`src/design/next_fit_block_allocator_assert.svh`:
```
// Assertion macros shared by the allocator RTL.
`ifndef NEXT_FIT_BLOCK_ALLOCATOR_ASSERT_SVH
`define NEXT_FIT_BLOCK_ALLOCATOR_ASSERT_SVH

// Check an expression at every clock edge outside reset.
`define NFBA_ASSERT_ALWAYS(lbl, expr, msg) \
  lbl: assert property (@(posedge clk_i) disable iff (!rst_ni) (expr)) else $error(msg);

// Check that a condition implies another in the same cycle.
`define NFBA_ASSERT_IMPL(lbl, ante, cons, msg) \
  lbl: assert property (@(posedge clk_i) disable iff (!rst_ni) (ante) |-> (cons)) else $error(msg);

// Check that a condition implies another in the next cycle.
`define NFBA_ASSERT_NEXT(lbl, ante, cons, msg) \
  lbl: assert property (@(posedge clk_i) disable iff (!rst_ni) (ante) |=> (cons)) else $error(msg);

`endif

```
`src/design/nfba_pkg.sv`:
```
// Types and constants of the next-fit block allocator.
`timescale 1ns / 1ps

package nfba_pkg;

  localparam int CMD_W     = 2;
  localparam int REQ_W     = 13;
  localparam int OFF_W     = 12;
  localparam int STAT_W    = 2;

  typedef enum logic [CMD_W-1:0] {
    CMD_ALLOC = 2'd0,
    CMD_FREE  = 2'd1,
    CMD_CLEAR = 2'd2
  } cmd_e;

  typedef enum logic [STAT_W-1:0] {
    STAT_DONE  = 2'd0,
    STAT_NOFIT = 2'd1,
    STAT_RANGE = 2'd2
  } status_e;

  typedef enum logic [1:0] {
    MARK_FREE = 2'd0,
    MARK_HEAD = 2'd1,
    MARK_TAIL = 2'd2
  } mark_e;

  typedef struct packed {
    logic [REQ_W-1:0] quotient;
    logic             rem_nz;
  } div_res_t;

endpackage

```
`src/design/nfba_if.sv`:
```
// Request and response channel interfaces of the allocator.
`timescale 1ns / 1ps

interface nfba_req_if
  import nfba_pkg::*;
();
  logic             valid;
  logic             ready;
  logic [CMD_W-1:0] cmd;
  logic [REQ_W-1:0] request_bytes;
  logic [OFF_W-1:0] free_offset;

  modport source (output valid, output cmd, output request_bytes, output free_offset,
                  input ready);
  modport sink   (input valid, input cmd, input request_bytes, input free_offset,
                  output ready);
endinterface

interface nfba_rsp_if
  import nfba_pkg::*;
();
  logic              valid;
  logic              ready;
  logic [STAT_W-1:0] status;
  logic [OFF_W-1:0]  alloc_offset;

  modport source (output valid, output status, output alloc_offset, input ready);
  modport sink   (input valid, input status, input alloc_offset, output ready);
endinterface

```
`src/design/nfba_div.sv`:
```
// Division by the block size through a reciprocal multiply; done_o follows stage_q.
`timescale 1ns / 1ps

module nfba_div
  import nfba_pkg::*;
#(
  parameter int BLOCK_BYTES = 16
) (
  input  logic             clk_i,
  input  logic             rst_ni,
  input  logic             start_i,
  input  logic [REQ_W-1:0] dividend_i,
  output logic             done_o,
  output div_res_t         res_o
);

  // x * RECIP >> SHIFT equals x / BLOCK_BYTES for every REQ_W-bit x.
  localparam int SHIFT  = REQ_W + $clog2(BLOCK_BYTES);
  localparam int RECIP  = ((1 << SHIFT) + BLOCK_BYTES - 1) / BLOCK_BYTES;
  localparam int MW     = REQ_W + 1;
  localparam int PROD_W = REQ_W + MW;
  localparam int BW     = 2 * REQ_W;
  localparam logic [MW-1:0]    RECIP_M = MW'(RECIP);
  localparam logic [REQ_W-1:0] DIVISOR = REQ_W'(BLOCK_BYTES);

  logic              stage_q;
  logic              done_q;
  logic [REQ_W-1:0]  num_q;
  logic [REQ_W-1:0]  quo_q, quo_d;
  logic              rem_nz_q, rem_nz_d;
  logic [PROD_W-1:0] prod;
  logic [BW-1:0]     back;

  assign prod     = PROD_W'(dividend_i) * PROD_W'(RECIP_M);
  assign quo_d    = REQ_W'(prod >> SHIFT);
  // Multiply back from the registered quotient to see whether anything is left over.
  assign back     = BW'(quo_q) * BW'(DIVISOR);
  assign rem_nz_d = (back != BW'(num_q));

  always_ff @(posedge clk_i or negedge rst_ni) begin
    if (!rst_ni) begin
      stage_q <= 1'b0;
      done_q  <= 1'b0;
    end else begin
      stage_q <= start_i;
      done_q  <= stage_q;
    end
  end

  always_ff @(posedge clk_i) begin
    if (start_i) begin
      num_q <= dividend_i;
      quo_q <= quo_d;
    end
    if (stage_q) begin
      rem_nz_q <= rem_nz_d;
    end
  end

  assign done_o         = done_q;
  assign res_o.quotient = quo_q;
  assign res_o.rem_nz   = rem_nz_q;

endmodule

```
`src/design/next_fit_block_allocator.sv`:
```
// Top level of the next-fit contiguous block allocator.
//
// Commands arrive on req_i (valid/ready); each one gives exactly one transfer on
// rsp_o with a status and, for a successful allocate, the byte offset of the run.
// One command is worked on at a time; req_i.ready is high only while idle, and a
// response still waiting on rsp_o does not block acceptance of the next command.
// What each command does before rsp_o.valid rises:
//   allocate: scans the map from the next-fit pointer towards the map end over
//             the single map read port and marks the run when one fits, else
//             answers no fit; an oversize request is answered without a scan.
//   free:     releases the addressed block and each trailing tail after it;
//             an offset beyond the pool is answered without touching the map.
//   clear:    one map entry written per cycle; an unused code gets a done status.
// req_i.ready returns in the cycle rsp_o.valid rises. After reset the block runs
// a clearing pass over every map entry with req_i.ready low. When rsp_o stalls, a
// finished result holds in the output register and the next one waits, with
// req_i.ready low, until that register frees.
`timescale 1ns / 1ps

module next_fit_block_allocator
  import nfba_pkg::*;
#(
  parameter int NUM_BLOCKS  = 256,
  parameter int BLOCK_BYTES = 16
) (
  input  logic            clk_i,
  input  logic            rst_ni,
  nfba_req_if.sink        req_i,
  nfba_rsp_if.source      rsp_o
);

`include "next_fit_block_allocator_assert.svh"

  localparam int IW = $clog2(NUM_BLOCKS);
  localparam int PW = $clog2(NUM_BLOCKS + 1);
  localparam int NW = REQ_W + 1;
  localparam logic [PW-1:0] NUM_P = PW'(NUM_BLOCKS);

  typedef enum logic [2:0] {
    S_CLEAR,
    S_IDLE,
    S_DIV,
    S_DECIDE,
    S_SCAN,
    S_MARK,
    S_FREE,
    S_DONE
  } state_e;

  state_e            state_q;
  cmd_e              cmd_q;
  logic [PW-1:0]     ptr_q;
  logic [PW-1:0]     idx_q;
  logic [IW-1:0]     chk_q;
  logic              pend_q;
  logic [PW-1:0]     run_q;
  logic [PW-1:0]     need_q;
  logic [IW-1:0]     head_q;
  logic              clr_rsp_q;
  status_e           res_status_q;
  logic              res_alloc_q;
  logic              out_valid_q;
  status_e           out_status_q;
  logic [OFF_W-1:0]  out_offset_q;

  // Block map memory
  mark_e             map_q [NUM_BLOCKS];
  mark_e             rd_data_q;
  logic              mem_we;
  logic [IW-1:0]     mem_waddr;
  mark_e             mem_wdata;
  logic [IW-1:0]     mem_raddr;

  // Divider
  logic              div_start;
  logic [REQ_W-1:0]  div_dividend;
  logic              div_done;
  div_res_t          div_res;

  logic              accept;
  logic              issue;
  logic [PW-1:0]     run_inc;
  logic [NW-1:0]     need_raw;
  logic [NW-1:0]     need_w;
  logic              too_big;
  logic              free_oob;
  logic              out_free;
  logic              need_ok;
  logic              rsp_fail;

  assign accept   = req_i.valid && req_i.ready;
  assign issue    = (idx_q < NUM_P);
  assign run_inc  = run_q + 1'b1;
  assign need_raw = {1'b0, div_res.quotient} + NW'(div_res.rem_nz);
  assign need_w   = (need_raw == '0) ? NW'(1) : need_raw;
  assign too_big  = (32'(need_w) > 32'(NUM_BLOCKS));
  assign free_oob = (32'(div_res.quotient) >= 32'(NUM_BLOCKS));
  assign out_free = !out_valid_q || rsp_o.ready;

  assign div_start    = accept && ((cmd_e'(req_i.cmd) == CMD_ALLOC) ||
                                   (cmd_e'(req_i.cmd) == CMD_FREE));
  assign div_dividend = (cmd_e'(req_i.cmd) == CMD_ALLOC) ? req_i.request_bytes
                                                          : REQ_W'(req_i.free_offset);

  nfba_div #(
    .BLOCK_BYTES(BLOCK_BYTES)
  ) u_div (
    .clk_i      (clk_i),
    .rst_ni     (rst_ni),
    .start_i    (div_start),
    .dividend_i (div_dividend),
    .done_o     (div_done),
    .res_o      (div_res)
  );

  assign mem_raddr = idx_q[IW-1:0];

  always_comb begin
    mem_we    = 1'b0;
    mem_waddr = idx_q[IW-1:0];
    mem_wdata = MARK_FREE;
    unique case (state_q)
      S_CLEAR: begin
        mem_we = 1'b1;
      end
      S_DECIDE: begin
        // Release the addressed block itself.
        if (cmd_q == CMD_FREE && !free_oob) begin
          mem_we    = 1'b1;
          mem_waddr = IW'(div_res.quotient);
        end
      end
      S_MARK: begin
        mem_we    = 1'b1;
        mem_wdata = (idx_q[IW-1:0] == head_q) ? MARK_HEAD : MARK_TAIL;
      end
      S_FREE: begin
        if (pend_q && rd_data_q == MARK_TAIL) begin
          mem_we    = 1'b1;
          mem_waddr = chk_q;
        end
      end
      default: begin
        mem_we = 1'b0;
      end
    endcase
  end

  always_ff @(posedge clk_i) begin
    if (mem_we) begin
      map_q[mem_waddr] <= mem_wdata;
    end
    rd_data_q <= map_q[mem_raddr];
  end

  always_ff @(posedge clk_i or negedge rst_ni) begin
    if (!rst_ni) begin
      state_q      <= S_CLEAR;
      cmd_q        <= CMD_ALLOC;
      ptr_q        <= '0;
      idx_q        <= '0;
      chk_q        <= '0;
      pend_q       <= 1'b0;
      run_q        <= '0;
      need_q       <= '0;
      head_q       <= '0;
      clr_rsp_q    <= 1'b0;
      res_status_q <= STAT_DONE;
      res_alloc_q  <= 1'b0;
      out_valid_q  <= 1'b0;
      out_status_q <= STAT_DONE;
      out_offset_q <= '0;
    end else begin
      if (out_valid_q && rsp_o.ready) begin
        out_valid_q <= 1'b0;
      end
      unique case (state_q)
        S_CLEAR: begin
          ptr_q <= '0;
          idx_q <= idx_q + 1'b1;
          if (idx_q == PW'(NUM_BLOCKS - 1)) begin
            res_status_q <= STAT_DONE;
            res_alloc_q  <= 1'b0;
            state_q      <= clr_rsp_q ? S_DONE : S_IDLE;
          end
        end
        S_IDLE: begin
          if (accept) begin
            res_alloc_q <= 1'b0;
            unique case (cmd_e'(req_i.cmd))
              CMD_ALLOC: begin
                cmd_q   <= CMD_ALLOC;
                state_q <= S_DIV;
              end
              CMD_FREE: begin
                cmd_q   <= CMD_FREE;
                state_q <= S_DIV;
              end
              CMD_CLEAR: begin
                idx_q     <= '0;
                clr_rsp_q <= 1'b1;
                state_q   <= S_CLEAR;
              end
              default: begin
                res_status_q <= STAT_DONE;
                state_q      <= S_DONE;
              end
            endcase
          end
        end
        S_DIV: begin
          if (div_done) begin
            state_q <= S_DECIDE;
          end
        end
        S_DECIDE: begin
          pend_q <= 1'b0;
          run_q  <= '0;
          if (cmd_q == CMD_ALLOC) begin
            if (too_big) begin
              res_status_q <= STAT_NOFIT;
              state_q      <= S_DONE;
            end else begin
              need_q  <= PW'(need_w);
              idx_q   <= ptr_q;
              state_q <= S_SCAN;
            end
          end else begin
            if (free_oob) begin
              res_status_q <= STAT_RANGE;
              state_q      <= S_DONE;
            end else begin
              ptr_q   <= PW'(div_res.quotient);
              idx_q   <= PW'(div_res.quotient) + 1'b1;
              state_q <= S_FREE;
            end
          end
        end
        S_SCAN: begin
          // Read one entry ahead while checking the one that just came back.
          pend_q <= issue;
          if (issue) begin
            idx_q <= idx_q + 1'b1;
            chk_q <= idx_q[IW-1:0];
          end
          if (pend_q) begin
            if (rd_data_q == MARK_FREE) begin
              run_q <= run_inc;
              if (run_inc == need_q) begin
                head_q       <= IW'(PW'(chk_q) - need_q + 1'b1);
                idx_q        <= PW'(chk_q) - need_q + 1'b1;
                ptr_q        <= PW'(chk_q) + 1'b1;
                res_status_q <= STAT_DONE;
                res_alloc_q  <= 1'b1;
                state_q      <= S_MARK;
              end
            end else begin
              run_q <= '0;
            end
          end else if (!issue) begin
            res_status_q <= STAT_NOFIT;
            state_q      <= S_DONE;
          end
        end
        S_MARK: begin
          idx_q <= idx_q + 1'b1;
          if (idx_q + 1'b1 == ptr_q) begin
            state_q <= S_DONE;
          end
        end
        S_FREE: begin
          pend_q <= issue;
          if (issue) begin
            idx_q <= idx_q + 1'b1;
            chk_q <= idx_q[IW-1:0];
          end
          // Stop at the first entry that is not a tail, or at the end of the map.
          if ((pend_q && rd_data_q != MARK_TAIL) || (!pend_q && !issue)) begin
            res_status_q <= STAT_DONE;
            state_q      <= S_DONE;
          end
        end
        S_DONE: begin
          if (out_free) begin
            out_valid_q  <= 1'b1;
            out_status_q <= res_status_q;
            out_offset_q <= res_alloc_q ? OFF_W'(32'(head_q) * 32'(BLOCK_BYTES)) : '0;
            clr_rsp_q    <= 1'b0;
            state_q      <= S_IDLE;
          end
        end
        default: begin
          state_q <= S_IDLE;
        end
      endcase
    end
  end

  assign req_i.ready        = (state_q == S_IDLE);
  assign rsp_o.valid        = out_valid_q;
  assign rsp_o.status       = out_status_q;
  assign rsp_o.alloc_offset = out_offset_q;

  assign need_ok  = (need_q != '0) && (need_q <= NUM_P);
  assign rsp_fail = rsp_o.valid && (rsp_o.status != STAT_DONE);

  `NFBA_ASSERT_ALWAYS(a_ptr_range, ptr_q <= NUM_P, "next-fit pointer beyond map end")
  `NFBA_ASSERT_IMPL(a_scan_need, state_q == S_SCAN, need_ok, "scan with bad run length")
  `NFBA_ASSERT_IMPL(a_mark_bound, state_q == S_MARK, idx_q < ptr_q, "marking past end of run")
  `NFBA_ASSERT_IMPL(a_fail_offset, rsp_fail, rsp_o.alloc_offset == '0, "offset on failure")
  `NFBA_ASSERT_NEXT(a_busy_after_accept, accept, !req_i.ready, "ready while busy")

endmodule
```
`src/flat_wrapper.sv`:
```
// flat-port wrapper written by rule: the top's interface ports become plain ports
module next_fit_block_allocator_flat import nfba_pkg::*;
#(
  parameter int NUM_BLOCKS  = 256,
  parameter int BLOCK_BYTES = 16
)
  (clk_i, rst_ni, req_i_valid, req_i_cmd, req_i_request_bytes, req_i_free_offset, req_i_ready, rsp_o_valid, rsp_o_status, rsp_o_alloc_offset, rsp_o_ready);
  nfba_req_if req_i_i ();
  nfba_rsp_if rsp_o_i ();
  input  logic clk_i;
  input  logic rst_ni;
  input wire logic [$bits(req_i_i.valid)-1:0] req_i_valid;
  input wire logic [$bits(req_i_i.cmd)-1:0] req_i_cmd;
  input wire logic [$bits(req_i_i.request_bytes)-1:0] req_i_request_bytes;
  input wire logic [$bits(req_i_i.free_offset)-1:0] req_i_free_offset;
  output wire logic [$bits(req_i_i.ready)-1:0] req_i_ready;
  output wire logic [$bits(rsp_o_i.valid)-1:0] rsp_o_valid;
  output wire logic [$bits(rsp_o_i.status)-1:0] rsp_o_status;
  output wire logic [$bits(rsp_o_i.alloc_offset)-1:0] rsp_o_alloc_offset;
  input wire logic [$bits(rsp_o_i.ready)-1:0] rsp_o_ready;
  assign req_i_i.valid = req_i_valid;
  assign req_i_i.cmd = req_i_cmd;
  assign req_i_i.request_bytes = req_i_request_bytes;
  assign req_i_i.free_offset = req_i_free_offset;
  assign req_i_ready = req_i_i.ready;
  assign rsp_o_valid = rsp_o_i.valid;
  assign rsp_o_status = rsp_o_i.status;
  assign rsp_o_alloc_offset = rsp_o_i.alloc_offset;
  assign rsp_o_i.ready = rsp_o_ready;
  next_fit_block_allocator #(.NUM_BLOCKS(NUM_BLOCKS), .BLOCK_BYTES(BLOCK_BYTES)) u_core (.clk_i(clk_i), .rst_ni(rst_ni), .req_i(req_i_i), .rsp_o(rsp_o_i));
endmodule
```
`config.mk`:
```
export PLATFORM = sky130hd
export DESIGN_NAME = next_fit_block_allocator_flat
export DESIGN_NICKNAME = d
export VERILOG_FILES = /design/src/design/nfba_pkg.sv /design/src/design/nfba_if.sv /design/src/design/nfba_div.sv /design/src/design/next_fit_block_allocator.sv /design/src/flat_wrapper.sv
export VERILOG_INCLUDE_DIRS = /design/src /design/src/design
export SDC_FILE = /design/constraint.sdc
export NUM_CORES = 1
export LEC_CHECK = 0
export ABC_AREA = 0
export BUFFER_PORTS_ARGS = -buffer_cell sky130_fd_sc_hd__buf_2
export CAP_MARGIN = 5
export CORE_MARGIN = 2
export CORE_UTILIZATION = 60
export CTS_CLUSTER_DIAMETER = 200
export DETAILED_ROUTE_END_ITERATION = 8
export PLACE_DENSITY = 0.73
export SKIP_LAST_GASP = 1
export SYNTH_ARGS = -nofsm -noshare
export SYNTH_HDL_FRONTEND = slang
export SYNTH_SLANG_ARGS = --single-unit
```
`constraint.sdc`:
```
create_clock -name clk_i -period 16.29 [get_ports clk_i]
set_clock_uncertainty 0.2 [all_clocks]
set_input_delay 2.4435 -clock clk_i [delete_from_list [all_inputs] [get_ports clk_i]]
set_output_delay 2.4435 -clock clk_i [all_outputs]
set_load 0.1 [all_outputs]
```
==> metrics.md <==
| Metric | Value |
|---|---|
| Starting Density | 60.4% |
| Die ar. | 47100 sq um |
| Slew @ Worst Pin | 1360 ps |
| CP Capture Type | output pin |
| Hold WC Path Type | register to register |
| Sum Neg Setup Slack | 0 ps |
| CTS resizes | 0 |
| Hold depth | 0 |
| Crit-path slowest cell | dfrtp_1 |
| Peak VDD IR | 0.133 mV |
| MaxCap Viol Count | 0 |
| RSZ-0062 raised after global routing | false |
| Clk buf depth | 3 |
| Post-DP HPWL | around 41 mm |
| RePlAce Congestion | 0.933 |
| Syn. warnings | 0 |
| Largest net degree at the start of global routing | 257 |
| Gate power share | between 30% and 40% |
| Clock share of power | between 20 and 30% |
| GRT Residual Overflow | 0 |
| Buffers on Ports | 42 |
| First-pass iteration count of the detailed router | 5 |
| Library cells used by synthesis | 76 |
| Clock sink count | around 600 |
| Remaining antenna violation count | 0 |
| Slack of the critical path | roughly 11000 ps |
| Metal2 WL | ~32 mm |
| Core area | roughly 45000 sq um |
| Dominant cells by area after synthesis | edfxtp_1 (58%), dfrtp_1 (6.8%), mux4_2 (5.6%), mux2i_1 (4.6%), nor2_1 (4.3%) |
| Pint | 3.33 mW |
| Crit path DAT | 2510 ps |
| Startpoint Class | register |
| Syn_area_per_cell | 13.7 sq um |
| Register area share after synthesis | 64.9% |
| Wire per inst | around 25 um |
| Commonest cells in the netlist | edfxtp_1 (526), nor2_1 (311), mux2i_1 (124) |
| Post-Syn Area | 27300 sq um |
| N_diodes | 0 |
| Clock Latency Late Sink | 660 ps |
| Net Sw Frac | 34.9% |
| Die height | ~220 um |
| Row count | 78 |
| TritonCTS Buffers | 58 |
| CP required | 13650 ps |
| FFs w/ async S/R, synth | 12.3% |
| Area Overhead vs Synth | 9.75% |
| Final Hold Viols | 0 |
| CTS tree | done |
| Setup-failing EPs final | 0 |
| Most common cell in the netlist | edfxtp_1 |
| Worst R2R Path Depth | 7 |
| Leading area contributor after synthesis | edfxtp_1 |
| Rel. slew slack | 9.17% |
| Outcome | completed |
| Chip Width | 217 um |
| Top layer in use | met4 |
| Initial antenna violation count | 0 |
| Worst-path maximum fanout | 28 |
| Post-synth EDFFs | 526 |
| CTS H-tree depth | 2 |
| Met1 WL | 26.5 mm |
| Drt initial violations | 2137 |
| Clk root buf | clkbuf_16 |
| Overall routed net length | 66.6 mm |
| First-pass GRT wire length | 102 mm |
| Layout cells sized above 1 | 14.1% |
| Postcts setup bufs | 0 |
| DR WL met3 | 5.94 mm |
| Seq pwr share | 40.9% |
| Final nets | 2031 |
| Dpl ws | 11560 ps |
| Post-layout min period | 5160 ps |
| Final Cycle Share | 31.7% |
| Crit path cell chain | inv_1 -> nand2_1 -> nor2_1 -> buf_2 |
| Maximum clock rate | just under 200 MHz |
| Vias in the first global route | 17051 |
| # DRC | 0 |
| Max-slew violations | 0 |
| Detailed-route vias per instance | 6.57 |
| IO Count | 47 |
| Psw | 1.79 mW |
| Hold_buf cts | 0 |
| Count of state elements after synthesis | 602 |
| Clock transition at path regs | 60 ps |
| Power Density | 171 nW/um^2 |
| Tot GR Track Use | 28.9% |
| Post-Syn Instances | between 1500 and 2000 |
| Via count | 17236 |
| Crit path kind | register to output pin |
| Pleak | 9.91 nW |
| Most common flop cell mapped by yosys | edfxtp_1 |
| Yosys top cell area share | 58.0% |
| Slowest stage delay, CP | 950 ps |
-- power groups by stage --
| stage | logic, mW | clock network (mW) | registers, mW |
|---|---|---|---|
| 2_1_floorplan | 1.12 | 0 | 2.07 |
| 3_3_place_gp | 1.50 | 0 | 2.12 |
| 3_5_place_dp | 1.51 | 0 | 2.12 |
| 4_1_cts | 1.52 | 1.51 | 2.09 |
| 5_1_grt | 1.66 | 1.56 | 2.10 |
| 6_report | 1.54 | 1.49 | 2.09 |
-- cells by family (layout without fill, tap and decap cells) --
family	Yosys count	after routing	share of synthesized area, %
XOR/XNOR	65	65	2.19
multiplexers	227	227	11.6
flip-flops	602	602	64.9
other	1	4	0.0138
AO/OA/AOI/OAI	311	311	7.61
buffers and inverters	171	200	2.76
adder cells (fa/ha/maj)	25	25	1.18
AND/OR/NAND/NOR	591	591	9.72
-- layer usage --
metal  global-route usage [%]  vias up
li1                         -     7547
met4                     10.8        0
met5                        0        -
met1                     39.3     8672
met3                     6.07      158
met2                     46.3      859
-- stage by stage --
| stage | hold slack, ps | power [mW] | utilization, % | instances | area [sq um] |
|---|---|---|---|---|---|
| 6_report | 185 | 5.12 | 66.3 | 2625 | 29900 |
| 5_1_grt | 188 | 5.33 | 66.3 | 2625 | 29900 |
| 4_1_cts | 186 | 5.11 | 66.3 | 2625 | 29900 |
| 3_5_place_dp | 173 | 3.63 | 61.6 | 2515 | 27800 |
| 3_3_place_gp | 171 | 3.61 | 61.6 | 2515 | 27800 |
| 2_1_floorplan | 162 | 3.19 | - | 1996 | 27300 |
-- placed cells by master (no fill, tap or decap), drive strengths merged, types with 34 or more instances in the layout --
cell type,count
clkbuf,62
a21oi,66
edfxtp,526
mux2,35
mux4,68
nor2,314
nand3,34
o22ai,37
nand2,106
o221ai,46
o21ai,66
buf,59
mux2i,124
nor3,39
dfrtp,74
xnor2,43
-- state kept, by name, indices dropped and copies added (netlist names), 2 cells and up --
register and flops:
u_core.head_q 8, u_core.need_q 9, u_core.map_q 512, u_core.idx_q 9, u_core.rsp_o.status 2, u_core.ptr_q 9, u_core.chk_q 8, u_core.state_q 3
u_core.rd_data_q 2, u_core.run_q 9, u_core.res_status_q 2, u_core.u_div.num_q 12, u_core.rsp_o.alloc_offset 8
-- cell type report --
class | count | area, sq um
Timing Repair Buffer | 59 | 353
Sequential cell | 602 | 17700
Tap cell | 600 | 751
Fill cell | 3177 | 15200
Multi-Input combinational cell | 1223 | 8840
Clock buffer | 62 | 1470
Inverter | 31 | 116
Clock inverter | 48 | 688
-- final timing paths --
path                                           start                   end  slack [ps]
worst max-delay path               u_core.state_q[1]           req_i_ready       11130
worst min-delay path            u_core.u_div.stage_q   u_core.u_div.done_o         190
worst max register to register     u_core.state_q[1]  u_core.map_q[132][1]       11380
worst min register to register  u_core.u_div.stage_q   u_core.u_div.done_o         190
max in group asynchronous                     rst_ni       u_core.idx_q[1]       13390
min in group asynchronous                     rst_ni       u_core.run_q[5]        1760
-- critical path, delay by kind of cell (launching register included) --
family / cells / cell delay [ps]
buf+inv: 2 / 690
flops: 1 / 950
simple gates: 2 / 250
No activity file was read; power rests on OpenSTA's default activity.
